--- src/rtl/core/pcff_pkg.sv ---
// shared constants and types for the power-of-two coefficient fir filter
package pcff_pkg;

  localparam int TAPS_DEF   = 256;
  localparam int POWERS_DEF = 16;

  localparam int SAMPLE_W = 16;
  localparam int COEFF_W  = 32;
  localparam int INDEX_W  = 8;
  localparam int ACC_W    = 40;

  // input word kinds
  localparam logic MODE_LOAD   = 1'b0;
  localparam logic MODE_FILTER = 1'b1;

  // control from the sequencer to the bit-serial tap unit
  typedef struct packed {
    logic clear;
    logic load;
    logic step;
  } mac_ctl_t;

endpackage

--- src/rtl/core/pcff_tap_mac.sv ---
// bit-serial tap unit: walks the power mask one bit per step cycle into a 40-bit sum
module pcff_tap_mac import pcff_pkg::*; #(
  parameter int POWERS = POWERS_DEF
) (
  input  logic                       clk,
  input  mac_ctl_t                   ctl,
  input  logic signed [SAMPLE_W-1:0] x,
  input  logic [COEFF_W-1:0]         coeff,
  output logic signed [ACC_W-1:0]    acc
);

  localparam int SKIP = SAMPLE_W - POWERS;  // powers below the used range
  localparam int XW   = 2 * SAMPLE_W;

  logic signed [XW-1:0]    xsh;
  logic [POWERS-1:0]       mag;
  logic [POWERS-1:0]       sgn;
  logic signed [ACC_W-1:0] term;

  assign term = {{(ACC_W - XW){xsh[XW-1]}}, xsh};

  always_ff @(posedge clk) begin
    if (ctl.clear) begin
      acc <= '0;
    end else if (ctl.step && mag[0]) begin
      acc <= sgn[0] ? acc - term : acc + term;
    end

    if (ctl.load) begin
      // lowest used power first: x << (16 - POWERS)
      xsh <= {{SAMPLE_W{x[SAMPLE_W-1]}}, x} <<< SKIP;
      mag <= coeff[SAMPLE_W-1 -: POWERS];
      sgn <= coeff[COEFF_W-1 -: POWERS];
    end else if (ctl.step) begin
      xsh <= xsh <<< 1;
      mag <= mag >> 1;
      sgn <= sgn >> 1;
    end
  end

endmodule

--- config.mk ---
export PLATFORM = sky130hd
export DESIGN_NAME = pcff_tap_mac
export DESIGN_NICKNAME = d
export VERILOG_FILES = /design/src/rtl/core/pcff_pkg.sv /design/src/rtl/core/pcff_tap_mac.sv
export SDC_FILE = /design/constraint.sdc
export NUM_CORES = 1
export LEC_CHECK = 0
export BUFFER_PORTS_ARGS = -buffer_cell sky130_fd_sc_hd__buf_2
export CAP_MARGIN = 40
export CORE_MARGIN = 1
export CORE_UTILIZATION = 59
export DETAILED_ROUTE_END_ITERATION = 6
export GPL_TIMING_DRIVEN = 0
export PLACE_DENSITY = 0.81
export SETUP_SLACK_MARGIN = 0.1
export SYNTH_ARGS = -nofsm -noshare
export SYNTH_HDL_FRONTEND = slang
export SYNTH_SLANG_ARGS = --single-unit
--- constraint.sdc ---
create_clock -name clk -period 5.2 [get_ports clk]
set_input_delay 1.04 -clock clk [delete_from_list [all_inputs] [get_ports clk]]
set_output_delay 1.04 -clock clk [all_outputs]
set_load 0.02 [all_outputs]
* Word-level counts from Yosys, hierarchy flattened
Index checks and enable logic that the tools add are counted.
** Word-level totals
- Bits in registers :: 104
- Input port bits :: 52
- Output and inout bits :: 40
- Logic and storage cells :: 15
** Operators by class
- $add $sub $neg :: 2
- Mux-type cells :: 7
- Reductions and logical operators :: 2
** Operator list (number)
- $mux 16 :: 4
- $mux 32 :: 2
- $add 40x32->40 :: 1
- $mux 40 :: 1
- $sub 40x32->40 :: 1
- $reduce_bool 2->1 :: 1
- $logic_and 1x1->1 :: 1

* Depth between registers and ports, before layout
- Depth in word-level cells :: 2
- Gate-level depth with buffers :: 18
- Gate-level depth less buffers :: 17

* Worst setup path after synthesis
OpenSTA, ideal clock, no wires.
- Path type :: reg-to-reg
- From :: register xsh[8]
- To :: register acc[39]
- Setup time :: 0.070 ns
- Arrival time :: 4.221 ns
- Required time :: 5.130 ns
- Path slack :: 0.908 ns
- Cell stages (with the launch flop) :: 17
- Buffers on the path :: 1
- Period minus slack after synthesis :: 4.292 ns
- Cell sequence :: edfxtp_1 -> or4_4 -> nor3_1 -> a21oi_1 -> nor2_1 -> o21ai_0 -> xnor2_1 -> ha_1 -> clkbuf_1 -> nand2_1 -> nor3_1 -> nand3_1 -> o31ai_1 -> nor3_1 -> and3_1 -> or4_1 -> a21oi_1
** On the way
- Word-level cells in the longest chain between the ends :: 2
- Elaborated cells between the ends (all ways) :: 3
- Those cells by class :: 2 x add/sub; 1 x mux
** RTL lines
- from (decl) :: RTL line pcff_tap_mac.sv:15 : logic signed [XW-1:0] xsh;
- from (signal assigned) :: RTL line pcff_tap_mac.sv:31 : xsh <= {{SAMPLE_W{x[SAMPLE_W-1]}}, x} <<< SKIP;
- from (signal assigned) :: RTL line pcff_tap_mac.sv:35 : xsh <= xsh <<< 1;
- $add 40x32->40 or $sub 40x32->40 (tied branches) :: RTL line pcff_tap_mac.sv:26 : acc <= sgn[0] ? acc - term : acc + term;
- $mux 40 (*) :: RTL line pcff_tap_mac.sv:26
- to (signal assigned) :: RTL line pcff_tap_mac.sv:26
- to (decl) :: RTL line pcff_tap_mac.sv:9 : output logic signed [ACC_W-1:0] acc
Every way passes the cells marked *; elsewhere a longest branch is shown, timed or not.
A chain may end at the register's enable or synchronous reset.

* Final worst setup path
- From :: register xsh[3]
- To :: register acc[39]
Same word-level chain as after synthesis.

==> flow_metrics.py <==
metrics = {
    "yosys": {
        "synth_area_leader_cell": "edfxtp_1",
        "yosysUniqueCellTypes": 55,
        "syn-num-nets": 875,
        "synth_ff_type": "edfxtp_1",
        "yosysSeqAreaShare": 0.388,
        "synth.area.mux_share": 0.0686,
        "async_flop_share": 0,
        "synth_top_family_by_area": "compound AO/OA/AOI/OAI gates",
        "yosys.area_share.simple": 0.174,
        "synthesis.area_um2": 7030,
        "synth_area_per_cell_um2": 8.98,
        "synth_area_leaders": "edfxtp_1, dfxtp_1, ha_1",
        "yosysWarnings": 0,
        "synth_edf_count": 64,
        "synth_fa_ha_area_frac": 0.0741,
        "yosysTopAreaCellShare": 0.274,
        "synth-compound-area-share": 0.188,
        "synth_xor_area_frac": 0.0648,
        "ys_ff_latch": 104,
        "synthCells": 782,
    },
    "placement": {
        "place_hpwl_um": 14700,
        "pre_cts_ws_ns": 0.0577,
        "place_area_um2": 7670,
        "gp_congestion": 0.973,
        "io_buffer_count": 89,
    },
    "timing": {
        "worst_slew_pin_slew_ns": 0.802,
        "skew_ns": 0.0148,
        "max-slew-margin-rel": 0.466,
        "rsz0062_at_grt": "false",
        "finalSetupTns_ns": 0,
        "fmax_mhz": 210,
        "setup-violations-final": 0,
        "maxSlewViolCount": 0,
        "post-route-period-util": 0.918,
        "hold_viol": 0,
        "worst_slack_ns": 0.429,
        "post-route-min-period_ns": 4.77,
    },
    "die": {
        "io_pins": 92,
        "coreArea_um2": 11500,
        "die_w_um": 111,
        "dieHeight_um": 111,
        "rows": 39,
        "start_util": 0.610,
        "dieArea_um2": 12300,
    },
    "setup_path": {
        "rrSetupSlack_ns": 0.43,
        "cp_max_fo": 7,
        "cp-start-kind": "flop",
        "worstPathArrival_ns": 5.06,
        "critical_path_class": "flop to flop",
        "worst_setup_path_end_kind": "flop",
        "required_ns": 5.49,
    },
    "detailed_routing": {
        "drt_iter0_markers": 570,
        "drtPass1Iterations": 7,
        "vias": 6485,
        "finalWirelength_um": 19800,
        "post_drt_wl_per_cell_um": 19.2,
        "drtAntennaViolNets": 0,
        "drc_errors": 6,
        "via_per_inst": 6.29,
    },
    "pwr": {
        "leakage_nw": 3.35,
        "power.total_mw": 2.86,
        "power.density_nw_per_um2": 359,
        "peakVddDrop_v": 0.000272,
    },
    "clock_network": {
        "numCtsBuffers": 9,
        "post_cts_buffers": 0,
        "cts_tree": "done",
        "cts-root-buf": "clkbuf_16",
        "clkTransAtPathRegs_ns": 0.08,
        "ctsResizeCount": 1,
        "clk_latency_ns": 0.37,
        "cts_max_level": 3,
        "hold_buffers": 0,
        "clockBufferDepth": 2,
        "cts.sinks": 104,
    },
    "job": {
        "drv_cap": 0,
    },
    "layout": {
        "fin_util": 0.693,
        "drive_gt1_frac": 0.188,
        "final_cell_area_um2": 7980,
        "diodes": 0,
        "layout-area-overhead-vs-synth_pct": 13.6,
        "num-nets-final": 976,
    },
    "global_routing": {
        "grt_overflow_total": 0,
        "gr-usage-all-layers": 0.326,
        "grt_pass1_wl_um": 31300,
        "grt_pass1_vias": 6225,
        "antenna_found_initial": 0,
        "grt_max_degree": 36,
    },
    "min_path": {
        "hold_class": "flop to flop",
    },
    "run_status": {
        "violations": "DRC",
        "status": "complete, but fails checks",
    },
}
[synthesized netlist by cell type (all sizes together), types with 3 or more instances]
library cell,number
nand4,18
buf,14
a211o,4
nor3,16
clkbuf,26
a21o,16
nand3b,3
o21bai,4
inv,38
o22ai,4
mux2,41
a211oi,7
o21ai,51
a21boi,3
a31oi,11
or2,5
nor2b,4
o211ai,10
xor2,7
ha,40
o31ai,7
nand2b,4
edfxtp,64
or4,12
xnor2,45
and2,12
nor4,3
nor2,47
or3,7
and3,9
dfxtp,40
o21a,4
a21oi,85
nand3,26
nand2,75
[power by group]
part | switching, mW | internal [mW] | leakage, nW
sequential | 0.0858 | 0.985 | 0.987
clock | 0.344 | 0.336 | 0.146
combinational | 0.686 | 0.428 | 2.22
[stage by stage]
| step | hold slack (ns) | instances |
|---|---|---|
| 4_1_cts | 0.485 | 1031 |
| 6_report | 0.480 | 1031 |
| 3_3_place_gp | 0.458 | 1014 |
| 3_5_place_dp | 0.472 | 1015 |
| 2_1_floorplan | 0.525 | 782 |
| 5_1_grt | 0.507 | 1031 |
[cell usage in the layout, fill, tap and decap left out, types with 9 or more instances in the layout]
| cell | instances |
|---|---|
| a21o_1 | 16 |
| a21oi_1 | 85 |
| a31oi_1 | 11 |
| and2_1 | 12 |
| and3_1 | 9 |
| buf_1 | 10 |
| buf_2 | 93 |
| clkbuf_1 | 26 |
| clkbuf_16 | 9 |
| dfxtp_1 | 40 |
| edfxtp_1 | 64 |
| ha_1 | 40 |
| inv_1 | 38 |
| mux2_2 | 41 |
| nand2_1 | 75 |
| nand3_1 | 26 |
| nand4_1 | 18 |
| nor2_1 | 46 |
| nor3_1 | 14 |
| o211ai_1 | 10 |
| o21ai_0 | 49 |
| or4_1 | 10 |
| xnor2_1 | 45 |
[metal layers]
layer | part of all wire | track usage
met1 | 0.43 | 0.436
met2 | 0.47 | 0.535
met3 | 0.077 | 0.0525
met4 | 0.021 | 0.114
met5 | 0 | 0
[cells by family (layout without fill, tap and decap cells)]
logic type / after synthesis / in the layout
xor+xnor: 52 / 52
fa+ha+maj: 41 / 41
compound gates: 220 / 220
flops: 104 / 104
buf+inv: 78 / 184
simple gates: 244 / 244
mux: 43 / 43
[worst paths after layout]
| check | cells past startpoint | from | to |
|---|---|---|---|
| worst max-delay path | 16 | xsh[3] | acc[39] |
| worst min-delay path | 2 | acc[10] | acc[10] |
| worst max register to register | 16 | xsh[3] | acc[39] |
| worst min register to register | 2 | acc[10] | acc[10] |
[flip-flops by register name, summed over array words and instances (netlist names)]
| register | flops |
|---|---|
| xsh | 32 |
| sgn | 16 |
| mag | 16 |
| acc | 40 |
[critical path, stage by stage, from the launching register on]
cell and delay, ns:
edfxtp_1 0.48, or4_1 0.63, nor2_1 0.27, nand2_1 0.15, nor3_2 0.28, a41oi_1 0.18, xnor2_1 0.19, ha_1 0.28
clkbuf_1 0.28, nand2_1 0.15, nor3_1 0.37, nand3_1 0.21, o31ai_1 0.36, nor3_1 0.07, and3_1 0.20, or4_1 0.50
a21oi_1 0.12
[layout make-up]
cell class / instances / area, µm²
buffer: 40 / 155
clock buffer: 9 / 225
clock inverter: 7 / 61.3
fill: 900 / 3540
inverter: 38 / 143
multi-input combinational: 600 / 4030
sequential: 104 / 2720
tap: 143 / 179
timing repair buffer: 90 / 465
(Power assumes the default switching activity.)
